File: src/sv/rbsi_ray_point.sv
// rbsi_ray_point: origin + floor(dir * t / 2^F), saturated, two stages
// stage one multiplies, stage two shifts, adds and clamps
module rbsi_ray_point #(
  parameter int W = 32,
  parameter int F = 16
) (
  input  logic                clk,
  input  logic                en,
  input  logic signed [W-1:0] org,
  input  logic signed [W-1:0] dir,
  input  logic signed [W-1:0] t,
  output logic signed [W-1:0] pos
);

  localparam logic [W-1:0] WMAX = {1'b0, {(W-1){1'b1}}};
  localparam logic [W-1:0] WMIN = {1'b1, {(W-1){1'b0}}};

  logic signed [2*W-1:0] prod_r;
  logic signed [W-1:0]   org_r;
  logic signed [2*W-1:0] sh;
  logic [2*W:0]          sum;
  logic [W+1:0]          top;
  logic [W-1:0]          pos_r;

  always_ff @(posedge clk) begin
    if (en) begin
      prod_r <= dir * t;
      org_r  <= org;
    end
  end

  assign sh  = prod_r >>> F;
  assign sum = {sh[2*W-1], sh} + {{(W+1){org_r[W-1]}}, org_r};
  assign top = sum[2*W:W-1];

  always_ff @(posedge clk) begin
    if (en) begin
      if ((top == '0) || (&top)) begin
        pos_r <= sum[W-1:0];
      end else begin
        pos_r <= sum[2*W] ? WMIN : WMAX;
      end
    end
  end

  assign pos = pos_r;

endmodule

File: config.mk
export PLATFORM = sky130hd
export DESIGN_NAME = rbsi_ray_point
export DESIGN_NICKNAME = d
export VERILOG_FILES = /design/src/sv/rbsi_ray_point.sv
export SDC_FILE = /design/constraint.sdc
export NUM_CORES = 2
export LEC_CHECK = 0
export BUFFER_PORTS_ARGS = -buffer_cell sky130_fd_sc_hd__buf_4
export CAP_MARGIN = 0
export CELL_PAD_IN_SITES_DETAIL_PLACEMENT = 1
export CELL_PAD_IN_SITES_GLOBAL_PLACEMENT = 1
export CORE_UTILIZATION = 57
export CTS_CLUSTER_SIZE = 8
export DETAILED_ROUTE_END_ITERATION = 8
export PLACE_DENSITY_LB_ADDON = 0.1
export SYNTH_ARGS = -nofsm -noshare
export SYNTH_HDL_FRONTEND = slang
export SYNTH_SLANG_ARGS = --single-unit
File: constraint.sdc
create_clock -name clk -period 19.6 [get_ports clk]
set_clock_uncertainty 0.2 [all_clocks]
set_input_delay 2.94 -clock clk [delete_from_list [all_inputs] [get_ports clk]]
set_output_delay 2.94 -clock clk [all_outputs]
set_load 0.02 [all_outputs]
==> summary.md <==
| Metric | Value |
|---|---|
| Outcome | `finished, final reports clean` |
| Root Driver | `clkbuf_16` |
| Most used cell, CP | `fa_1` |
| Worst slew pin tran | `just over 1000 ps` |
| DR pass1 iterations | `5` |
| Global-route wire length before repair | `202.9 mm` |
| Ranking of synthesized cells by area | `fa_1 (52%), inv_1 (8.6%), edfxtp_1 (8.1%)` |
| Setup repair after global routing missed its margin | `false` |
| Post-Synthesis Net Count | `5677` |
| Async S/R FF share, synth | `0%` |
| Post-CTS Setup Repair Bufs | `0` |
| Top Family by Delay on Critical Path | `adder cells` |
| Initial Util | `between 50 and 60%` |
| Max Clock Freq | `~0.089 GHz` |
| Cell count after synthesis | `about 4300` |
| Via density | `a little under 6` |
| Post-synth top area cell | `fa_1` |
| Area Overhead vs Synth | `3.989%` |
| Flops & latches, synth | `112` |
| Req. time, crit path | `19530 ps` |
| Initial DRC count | `1874` |
| Final Critical Period | `11210 ps` |
| Clk Latency, worst-skew pair | `380 ps` |
| Max_cap viols | `0` |
| Setup Total Neg Slack | `0 ps` |
| DP HPWL | `102.5 mm` |
| Cts repair resizes | `0` |
| Hold_buf cts | `0` |
| Slowest cell on crit path | `fa_1` |
| Final setup fails | `0` |
| WP buf/inv | `6` |
| Number of global-route vias before repair | `about 35000` |
| Final Hold Viols | `0` |
| Die X | `about 270 um` |
| Yosys Warn Count | `0` |
| Global Route Usage Sum | `36.21%` |
| Layout cell share with drive strength beyond 1 | `4.121%` |
| Yosys cell types | `70` |
| Setup crit start kind | `input port` |
| Worst Reg-to-Reg Cells | `16` |
| Clk buf depth | `2` |
| Worst Hold Depth | `3` |
| Via count | `29740` |
| Post-synth top cells | `fa_1 (1082), inv_1 (955), nand2_1 (531), and2_1 (518), ha_1 (228)` |
| Top-count cell post-synth | `fa_1` |
| Row count | `98` |
| Tcrit/Tclk final | `57.22%` |
| Largest stage delay, worst path | `950 ps` |
| Relative slew margins | `30.73%` |
| Max-slew violations | `0` |
| Die H | `272.2 um` |
| Worst Path Max Fanout | `32` |
| Sequential-to-total area share from yosys stat | `8.080%` |
| Initial antenna violation count | `2` |
| Clock Sinks | `112` |
| TritonCTS clock tree | `yes` |
| CTS buffer count | `9` |
| Avg Cell Area, Syn | `roughly 10 sq um` |
| Final net count | `5601` |
| Worst hold slack | `about 620 ps` |
| Port Buf Inserts | `between 100 and 150` |
| Cell Area, Synth | `0.04162 sq mm` |
| Synth Flop Type | `edfxtp_1` |
| CTS clk-pin slew, worst paths | `approximately 80 ps` |
| Largest net degree at the start of global routing | `80` |
| Overall routed net length | `126.3 mm` |
| Core Region | `0.07185 sq mm` |
| DRT antenna net count | `0` |
| DR WL/cell | `24.52 um` |
| # DRC | `0` |
| Worst Setup End Kind | `register` |
| Arr. time, crit path | `11140 ps` |
| Share of the synthesized area in the top cell type | `52.04%` |
| EDFF count, synth | `about 110` |
| Gr ovfl total | `0` |
| Placer Congestion | `roughly 0.9` |
| Ports | `130` |
| Hold Path Class | `reg -> reg` |
| Critical Path Stages | `22` |
| Crit Path Class | `in -> reg` |
| CTS H-tree depth | `3` |
| Full die area | `0.07411 sq mm` |
| Crit-path cells | `buf_4 -> nand2_1 -> inv_1 -> fa_1 -> fa_1 -> fa_1 -> inv_1 -> fa_1 -> inv_1 -> fa_1 -> fa_1 -> inv_1 -> fa_1 -> fa_1 -> inv_1 -> ha_1 -> a21oi_1 -> o221ai_1 -> a221o_1 -> a311o_1 -> a21oi_1 -> xnor2_1` |
-- state kept, by name (all words and copies together), names as in the netlist --
signal / flops
pos: 32
prod_r: 48
org_r: 32
-- routing by layer --
metal	global-route usage [%]	vias up	wire length [um]
li1	-	12420	-
met1	45.98	15870	49600
met2	61.18	1108	62140
met3	6.541	338	8634
met4	15.26	4	5849
met5	0	-	25
-- worst paths after layout --
path                         from              endpoint  slack (ps)
max                          t[2]  prod_r[61]$_DFFE_PP_        8390
min          prod_r[16]$_DFFE_PP_      pos[0]$_DFFE_PP_         620
max reg2reg    org_r[0]$_DFFE_PP_      pos[2]$_DFFE_PP_       14790
min reg2reg  prod_r[16]$_DFFE_PP_      pos[0]$_DFFE_PP_         620
-- worst reg2reg max path: cells and delay by family (launching register included) --
| family | cells | cell delay (ps) |
|---|---|---|
| compound gates | 7 | 1720 |
| fa+ha+maj | 2 | 600 |
| buf+inv | 2 | 460 |
| flops | 1 | 350 |
| simple gates | 5 | 1200 |
-- cells by family (layout without fill, tap and decap cells) --
logic type | Yosys count | count (layout) | synth area share, %
adders and majority gates | 1310 | 1310 | 58.89
and+or+nand+nor | 1263 | 1263 | 15.29
buffers and inverters | 1176 | 1105 | 10.70
AOI/OAI and AO/OA | 310 | 310 | 4.978
DFF | 112 | 112 | 8.080
xor gates and xnor gates | 97 | 97 | 2.041
muxes | 1 | 1 | 0.02405
other | 0 | 2 | 0
-- area by class of cell --
type	count	area [sq um]
antenna	2	5.005
tap	950	1189
clock inverter	7	95.09
multi-input combinational	2981	33810
clock buffer	9	225.2
fill	8010	28570
sequential	112	3363
timing repair buffer	134	1006
inverter	955	3585
-- layout by cell type (no fill, tap or decap), types with 4 or more instances in the layout --
master	count
a211o_1	5
a211oi_1	7
a21o_1	43
a21oi_1	106
a21oi_2	7
a221oi_1	4
a31oi_1	11
and2_1	518
and3_1	8
and4_1	7
buf_4	134
clkbuf_16	9
edfxtp_1	112
fa_1	1082
ha_1	228
inv_1	955
nand2_1	531
nand2b_1	19
nand3_1	19
nand4_1	24
nand4b_1	4
nor2_1	85
nor2b_1	16
nor3_1	17
nor4_1	5
o211ai_1	6
o21a_1	15
o21ai_0	53
o21bai_1	11
xnor2_1	65
xor2_1	32
-- per-stage QoR --
step	worst slack, ps	utilization (%)	instance area, sq um	instances
2_1_floorplan	9044	-	41620	4269
3_3_place_gp	8129	59.78	42960	5132
3_5_place_dp	7997	59.78	42960	5132
4_1_cts	8399	60.23	43280	5148
5_1_grt	7863	60.23	43280	5148
6_report	8385	60.24	43280	5150
Power is not shown: default switching activity piles up to over one toggle a cycle in this logic, so the estimate is an artifact.
