$ cat config.mk
export PLATFORM = sky130hd
export DESIGN_NAME = rbsi_delay
export DESIGN_NICKNAME = d
export VERILOG_FILES = /design/src/sv/rbsi_delay.sv
export SDC_FILE = /design/constraint.sdc
export NUM_CORES = 1
export LEC_CHECK = 0
export ABC_AREA = 1
export BUFFER_PORTS_ARGS = -buffer_cell sky130_fd_sc_hd__clkbuf_2
export CAP_MARGIN = 20
export CORE_ASPECT_RATIO = 1.5
export CORE_UTILIZATION = 30
export DETAILED_ROUTE_END_ITERATION = 8
export PLACE_DENSITY = 0.62
export SLEW_MARGIN = 20
export SYNTH_ARGS = -nofsm -noshare
export SYNTH_HDL_FRONTEND = slang
export SYNTH_SLANG_ARGS = --single-unit
export TNS_END_PERCENT = 10
$ cat constraint.sdc
create_clock -name clk -period 0.8 [get_ports clk]
set_input_delay 0 -clock clk [delete_from_list [all_inputs] [get_ports clk]]
set_output_delay 0 -clock clk [all_outputs]
set_load 0.01 [all_outputs]
$ cat src/sv/rbsi_delay.sv
// rbsi_delay: enabled register chain that carries valid bits and side data
// along with the long arithmetic paths; no package dependency
module rbsi_delay #(
  parameter int WIDTH = 8,
  parameter int DEPTH = 2
) (
  input  logic             clk,
  input  logic             rst_n,
  input  logic             en,
  input  logic [WIDTH-1:0] d,
  output logic [WIDTH-1:0] q
);

  logic [WIDTH-1:0] stage_r [DEPTH];

  always_ff @(posedge clk) begin
    if (!rst_n) begin
      stage_r[0] <= '0;
    end else if (en) begin
      stage_r[0] <= d;
    end
  end

  for (genvar i = 1; i < DEPTH; i++) begin : g_stage
    always_ff @(posedge clk) begin
      if (!rst_n) begin
        stage_r[i] <= '0;
      end else if (en) begin
        stage_r[i] <= stage_r[i-1];
      end
    end
  end

  assign q = stage_r[DEPTH-1];

endmodule

==> impl_results.md, run 1 <==
* Crit path kind: reg2out
* Final Instance Area at 819.5 sq um
* Post-CTS Setup Inserts at 0
* Status: completed
* Clock sink total at 16
* RSZ-0062 raised after global routing: yes
* WP data arrival at about 0.78 ns
* Worst VDD drop at just under 0.8 mV
* RR Endpoint: stage_r[1][1]
* GRT Util Overall at 0.08744
* Tmin final at around 0.78 ns
* H-tree depth at 1
* Syn nets at 63
* CTS tree: yes
* Drt first pass iters at 2
* Reg2Reg Setup Slack at 0.08 ns
* Final setup skew at 0.004698 ns
* Buffers on Ports at 18
* CTS clk-pin slew, worst paths at roughly 0.090 ns
* Vias in the first global route at around 340
* Filler instances at 206
* Die ar. at 2363 sq um
* Final period utilization at 0.9705
* Cell Rows at 20
* Synth area leaders: edfxtp_1, inv_1, nor2_2, nor2_1, buf_6
* DR DRC count at 0
* CP Capture Type: output pin
* Drt wl/cell at 7.688 um
* Pin count of the biggest net entering global routing at 17
* # diodes at 0
* Vias/cell at 3.906
* Hold Vio Cnt, Final at 0
* Worst-path fanout max at 1
* Fmax at ~1300 MHz
* Worst R2R Path Depth at 2
* Final core utilization at 0.4043
* Max-Cap Viols at 0
* DIE WIDTH at ~40 um
* Synthesis-to-finish area growth at 25.96%
* I/O pins at 19
* Reg2Reg Launch Point: stage_r[0][1]
* Antenna-violating nets left at 0
* Hold_buf cts at 0
* Final setup fails at 0
* Synth unique cells at 7
* Synthesized instance count at 52
* Placer congestion estimate at 0.7186
* Largest registers: stage_r (16)
* Area after DPL at roughly 800 sq um
* Initial antenna violation count at 0
* Resized Gates After CTS at 0
* Static leakage at 0.3950 nW
* Yosys top cell area share at 0.7385
* Register Area at a little under 500 sq um
* Max FFs per register at 16
* Die span in y at around 59 um
* Hold Path Depth at 3
* Hold Crit Endpoint: stage_r[0][6]
* WP data required at 0.80 ns
* P per Cell Area at 1890 nW/um^2
* Initial DRC count at 2
* Synth Cell Area at 650.6 sq um
* Initial core utilization at 0.3210
* Fin nets at a little under 90
* HP Class: in2reg
* HPWL after DPL at 528.5 um
* CTS buffer count at 3
* Worst-skew pair later-pin latency at 0.27 ns
* Rel. slew slack at 0.9318
* GRT Residual Overflow at 0
* Via count at approximately 380
* Worst path cell trace: clkbuf_2
* Avg Inst Size Synth at 12.51 sq um
* Final Max Tran Viols at 0
* Register bank with the most flops: stage_r
* Actual slew at the worst max-slew pin at a little over 0.1 ns
* First-pass GRT wire length at between 1000 and 1500 um
* Share of cells above drive strength 1 at 0.4595
* Clock buffer depth at 2
* Top delay family on crit path: flip-flops
* Multi-input logic area at ~95 sq um
* Root Driver: clkbuf_4
* Crit-path slowest cell: edfxtp_1
* Register area share after synthesis at 0.7385
* Setup_tns at 0 ns
* Core area at 2027 sq um
* FF+latch count, synth at 16
* Hold path start: d[6]
* Routed wire length at 738 um
* CP Buf/Inv Count at 1
* Yosys Warn Count at 0
* CP peak stage delay at 0.37 ns
* Post-synth top area cell: edfxtp_1
* Critical Path Start Type: flip-flop
-- metrics by stage --
stage / hold slack, ns / std cells / power, mW / setup WS, ns
2_1_floorplan: 0.2080 / 52 / 1.101 / 0.04901
3_3_place_gp: 0.2929 / 93 / 1.171 / 0.1153
3_5_place_dp: 0.3039 / 93 / 1.179 / 0.08178
4_1_cts: 0.01353 / 96 / 1.574 / 0.005121
5_1_grt: 0.01872 / 96 / 1.631 / -0.02939
6_report: 0.01787 / 96 / 1.549 / 0.02359
-- worst max-delay path by stage --
stage,from,to,slack [ns],cells past startpoint
2_1_floorplan,en,stage_r[0][0],0.05,2
5_1_grt,stage_r[1][1],q[1],-0.03,1
3_3_place_gp,stage_r[0][0],stage_r[1][0],0.12,2
4_1_cts,stage_r[1][6],q[6],0.005,1
3_5_place_dp,stage_r[0][1],stage_r[1][1],0.08,2
6_report,stage_r[1][6],q[6],0.02,1
-- cells in the final DEF, fill, tap and decap left out --
master	n
edfxtp_1	16
inv_1	17
nor2_2	10
clkbuf_4	3
nor2_1	6
nand2_2	1
nand2_1	1
buf_12	2
clkbuf_2	18
-- power breakdown --
| part | switching, mW | internal, mW |
|---|---|---|
| Sequential | 0.0130 | 0.984 |
| Combinational | 0.0854 | 0.0717 |
| Clock | 0.220 | 0.174 |
| Total | 0.319 | 1.23 |
-- worst register-to-register path, stage by stage, from the launching register on --
cell and delay (ns):
edfxtp_1 0.38, inv_1 0.07, nor2_2 0.04
-- metal layers --
metal | part of all wire | routed length, um | vias to the layer above | global-route usage
li1 | - | - | 200 | -
met1 | 0.39 | 289 | 158 | 0.07018
met2 | 0.51 | 376 | 15 | 0.1359
met3 | 0.060 | 44 | 2 | 0.02256
met4 | 0.037 | 27 | 0 | 0.1182
met5 | 0 | 0 | - | 0
-- area by class of cell --
class | count | area share
Clock buffer | 3 | 0.02748
Inverter | 17 | 0.07786
Multi-Input combinational cell | 18 | 0.1160
Sequential cell | 16 | 0.5863
Tap cell | 22 | 0.03359
Timing Repair Buffer | 20 | 0.1588
-- logic make-up (layout without fill, tap and decap cells) --
family / Yosys count / after routing / share of synthesized area
buffers and inverters: 18 / 40 / 0.1154
flip-flops: 16 / 16 / 0.7385
AND/OR/NAND/NOR: 18 / 18 / 0.1462
-- Yosys cell counts, drive strengths merged --
| library cell | n |
|---|---|
| edfxtp | 16 |
| nand2 | 2 |
| inv | 17 |
| nor2 | 16 |
| buf | 1 |
Note: power is estimated with default switching activity, not from simulation.
==> inputs of run 2 (changes only) <==
- ABC_AREA: 1 -> default
- PLACE_DENSITY: 0.62 -> 0.63
==> run 2 against run 1 <==
Net effect: utilization up 0.41 points; worst setup slack worse by 0.0068 ns; fmax down 0.87%; clock-buffer cell count unchanged; sequential share of layout area up 4.0 points; via count down 4.3%; power down 1.4%; cell count down 20%; hold slack better by 0.017 ns; global-route usage about the same; die area down 5.5%; highest routed layer is now met3.
==> impl_results.md, run 2 <==
* Status: completed
* Number of synthesized flops with an enable pin at 16
* Most instantiated cells after synthesis: edfxtp_1, and3_1, and3_2
* Clock sink total at 16
* Yosys top cell area share at 0.7837
* Die ar. at 2232 sq um
* Share of cells above drive strength 1 at 0.5357
* Static leakage at about 0.37 nW
* Most common cell after layout, fill and taps aside: clkbuf_2
* Worst-path fanout max at 1
* Hold Vio Cnt, Final at 0
* Placer congestion estimate at 0.6323
* Drt wl/cell at 10.25 um
* Final setup skew at 0.006781 ns
* Fin nets at 69
* Final period utilization at 0.9790
* Worst-skew pair later-pin latency at 0.27 ns
* Synth area leaders: edfxtp_1, and3_1, and3_2, buf_6, buf_4
* Async set-or-reset flop fraction in the synthesized netlist at 0
* First-pass GRT wire length at 1345 um
* Synthesis-to-finish area growth at 25.10%
* Most common cell in the synthesized netlist: edfxtp_1
* WP data required at 0.80 ns
* Initial DRC count at 5
* Critical Path Start Type: flip-flop
* I/O pins at 19
* Vias in the first global route at 321
* Die span in y at 57.37 um
* Placed cell count at 74
* H-tree depth at 1
* Syn nets at 46
* HPWL after DPL at 557.8 um
* Synthesized instance count at 35
* Register area share after synthesis at 0.7837
* Tmin final at 0.7832 ns
* Antenna-violating nets left at 0
* Cell Rows at 19
* Worst path cell trace: clkbuf_2
* Avg Inst Size Synth at 17.52 sq um
* WHS at 0.03438 ns
* Post-synth top area cell: edfxtp_1
* Multi-input logic area at 120.1 sq um
* Final Max Tran Viols at 0
* Worst VDD drop at approximately 0.85 mV
* Max-Cap Viols at 0
* Register Area at 480.5 sq um
* Core area at around 1900 sq um
* P per Cell Area at between 1500 and 2000 nW/um^2
* CP peak stage delay at 0.38 ns
* FF+latch count, synth at 16
* Layout Cells excl Fill at between 70 and 80
* Drt first pass iters at 4
* CTS clk-pin slew, worst paths at 0.09 ns
* HP Class: in2reg
* Max FFs per register at 16
* RSZ-0062 raised after global routing: yes
* Vias/cell at roughly 4.7
* Initial antenna violation count at 0
* Register bank with the most flops: stage_r
* Buffers on Ports at 18
* DIE WIDTH at ~40 um
* DR DRC count at 0
* Yosys Warn Count at 0
* Actual slew at the worst max-slew pin at 0.2358 ns
* CTS tree: yes
* Rel. slew slack at 0.8428
* Crit-path slowest cell: edfxtp_1
* Hold_buf cts at 0
* Via count at 359
* CP Buf/Inv Count at 1
* Synth unique cells at 6
* Filler instances at between 150 and 200
* Pin count of the biggest net entering global routing at 18
* Root Driver: clkbuf_4
* GRT Residual Overflow at 0
* Crit path kind: reg2out
* GRT Util Overall at 0.08776
* CP Capture Type: output pin
* CTS buffer count at 3
* Top delay family on crit path: flip-flops
* Fmax at 1277 MHz
* Synth Cell Area at 613.1 sq um
* Final setup fails at 0
* Synth Flop Type: edfxtp_1
* Initial core utilization at 0.3264
* Routed wire length at 789 um
* Largest registers: stage_r (16)
* # diodes at 0
* WP data arrival at roughly 0.8 ns
* Clock buffer depth at 2
* Most frequent cells in the layout: clkbuf_2, edfxtp_1, and3_1
run 2: changes by cell type after synthesis, sizes merged:
cell	previous run	this run
and3	0	16
buf	1	2
inv	17	0
nand2	2	0
nand2b	0	1
nor2	16	0
run 2: power by group:
part / switching, mW / leakage, nW / internal, mW
Sequential: 0.0129 / 0.175 / 0.987
Combinational: 0.0658 / 0.181 / 0.0678
Clock: 0.219 / 0.0138 / 0.174
run 2: through the flow:
step	total power, mW	setup TNS (ns)	area, sq um	setup WS [ns]	util
after global placement	1.147	0	740.7	0.01894	0.3944
after CTS	1.548	-0.0003474	763.2	-0.0003474	0.4064
after global routing	1.596	-0.09178	767.0	-0.02537	0.4084
after floorplan	1.083	0	615.6	0.02280	-
after detailed placement	1.155	0	740.7	0.01073	0.3944
final	1.527	0	767.0	0.01676	0.4084
run 2: logic make-up after synthesis:
logic type / share of synthesized area
simple gates: 0.1857
buf+inv: 0.03062
flops: 0.7837
run 2: per-layer routing:
metal,vias to the layer above,part of all wire,global-route usage
met5,-,0,0
li1,178,-,-
met2,18,0.54,0.1333
met4,0,0,0.07389
met3,0,0.062,0.01167
met1,163,0.40,0.1044
run 2: worst paths after layout:
check	depth (start not counted)	from	slack [ns]	end
min	2	d[0]	0.03	stage_r[0][0]
max reg2reg	1	stage_r[0][4]	0.02	stage_r[1][4]
min reg2reg	1	stage_r[0][0]	0.55	stage_r[1][0]
max	1	stage_r[1][3]	0.02	q[3]
run 2: repair_timing:
item	in CTS	in global routing
buffers inserted	0	0
setup endpoints to repair	1	12
pin swaps	0	4
resized for setup	0	1
run 2: layout make-up:
class                   instances  share of cell area
flip-flops and latches         16              0.6264
well taps                      21             0.03426
clock buffers                   3             0.02936
multi-input cells              17              0.1566
repair buffers                 20              0.1533
==> inputs of run 3 (changes only) <==
- HOLD_SLACK_MARGIN: default -> 0.06
==> run 3 against run 2 <==
Net effect: the run now ends with setup timing left; utilization increased by 4.3 points; cell count increased by 10%; worst setup slack got worse by 0.020 ns; fmax decreased by 2.5%; non-clock buffer count increased by 8; sequential power about the same; critical endpoint is now stage_r[0][4].
==> impl_results.md, run 3 (synthesized netlist as in run 2, its figures left out) <==
* Buffers on Ports at 18
* CTS clk-pin slew, worst paths at 0.09 ns
* Layout Cells excl Fill at 85
* Area after DPL at 740.7 sq um
* Actual slew at the worst max-slew pin at 0.2373 ns
* Post-CTS Setup Inserts at 0
* Drt first pass iters at 4
* WP data arrival at 0.83 ns
* Pwr Total at 1.560 mW
* Initial core utilization at 0.3264
* Routed wire length at 867 um
* Status: finished, violations left
* # diodes at 0
* RSZ-0062 raised after global routing: yes
* Hold Vio Cnt, Final at 0
* Multi-input logic area at about 120 sq um
* Critical Path Source: d[4]
* Fin nets at 77
* Initial DRC count at 8
* Largest registers: stage_r (16)
* Fmax at 1245 MHz
* P per Cell Area at 1841 nW/um^2
* Most common cell after layout, fill and taps aside: clkbuf_2
* Rel. slew slack at 0.8418
* Worst-skew pair later-pin latency at about 0.27 ns
* Max-Cap Viols at 0
* Pin count of the biggest net entering global routing at 18
* DIE WIDTH at 38.91 um
* Worst-path fanout max at 1
* Root Driver: clkbuf_4
* Reg2Reg Launch Point: stage_r[0][4]
* Vias/cell at 4.553
* Filler instances at around 170
* HP Class: in2reg
* Post-placement setup slack at 0.01073 ns
* Placer congestion estimate at 0.6323
* Tmin final at between 0.8 and 0.9 ns
* Synthesis-to-finish area growth at 38.16%
* Final Max Tran Viols at 0
* Drt wl/cell at 10.20 um
* CP Capture Type: flip-flop
* Die span in y at 57.37 um
* Initial antenna violation count at 0
* Max FFs per register at 16
* GRT Residual Overflow at 0
* Share of cells above drive strength 1 at 0.4688
* Final setup skew at 0.007258 ns
* Register Area at 480.5 sq um
* H-tree depth at 1
* Via count at 387
* Reg2Reg Setup Slack at roughly 0.020 ns
* Worst R2R Path Depth at 1
* Cell Rows at 19
* Final setup fails at 1
* Worst VDD drop at a little under 0.9 mV
* Register bank with the most flops: stage_r
* WHS at around 0.11 ns
* Core area at 1878 sq um
* Clock sink total at 16
* Final Instance Area at 847.1 sq um
* CP peak stage delay at between 0.5 and 0.6 ns
* Die ar. at 2232 sq um
* Failing checks: setup timing
* First-pass GRT wire length at between 1000 and 1500 um
* Vias in the first global route at 366
* Static leakage at 0.4033 nW
* Most frequent cells in the layout: clkbuf_2, edfxtp_1, and3_1
* Final period utilization at 1.004
* I/O pins at 19
* DR DRC count at 0
* CTS buffer count at 3
* RR Endpoint: stage_r[1][4]
* Crit-path slowest cell: dlygate4sd3_1
* Final setup margin at -0.003314 ns
* Worst path cell trace: dlygate4sd3_1 > clkbuf_2 > and3_2
* Clock buffer depth at 2
* CTS tree: yes
* Antenna-violating nets left at 0
* Critical Path Start Type: input pin
* Placed cell count at 74
* GRT Util Overall at 0.09546
* HPWL after DPL at roughly 560 um
* Crit path kind: in2reg
* WP data required at 0.83 ns
* Worst setup endpoint: stage_r[0][4]
[run 3: cell types whose count changed in the layout (fill, tap and decap cells not counted)]
cell	previous run	this run
dlygate4sd3_1	0	8
[run 3: worst max-delay path, delay by kind of cell]
family | cells | cell delay (ns)
buffers and inverters | 2 | 0.64
and+or+nand+nor | 1 | 0.19
[run 3: worst min-delay path by stage]
stage,to,startpoint,cells past startpoint
after floorplan,stage_r[0][0],d[0],1
after global placement,stage_r[0][3],d[3],2
after detailed placement,stage_r[0][0],d[0],2
after CTS,stage_r[0][7],d[7],2
after global routing,stage_r[0][7],en,2
final,stage_r[0][5],en,2
[run 3: layout make-up]
cell class	count	share of cell area
clock buffers	3	0.02659
multi-input cells	17	0.1418
flip-flops and latches	16	0.5672
well taps	21	0.03102
repair buffers	28	0.2334
[run 3: repair_timing]
action,CTS,global route
gates resized for setup,0,1
hold buffers,7,1
hold endpoints to repair,7,1
endpoints found under the setup margin,1,12
pin swaps,0,4
[run 3: per-stage QoR]
step                        TNS (ns)    util
after floorplan                    0       -
after global placement             0  0.3944
after detailed placement           0  0.3944
after CTS                 -0.0003474  0.4437
after global routing        -0.09178  0.4510
final                      -0.003314  0.4510
[run 3: metal layers]
layer | up-vias | part of all wire | GRT usage
met4 | 0 | 0 | 0.07389
li1 | 194 | - | -
met2 | 18 | 0.54 | 0.1524
met1 | 175 | 0.40 | 0.1097
met3 | 0 | 0.054 | 0.01167
met5 | - | 0 | 0
[run 3: where the power goes]
| group | internal [mW] | switching [mW] | leakage, nW |
|---|---|---|---|
| Combinational | 0.0931 | 0.0714 | 0.215 |
| Sequential | 0.987 | 0.0129 | 0.175 |
| Clock | 0.174 | 0.221 | 0.0138 |
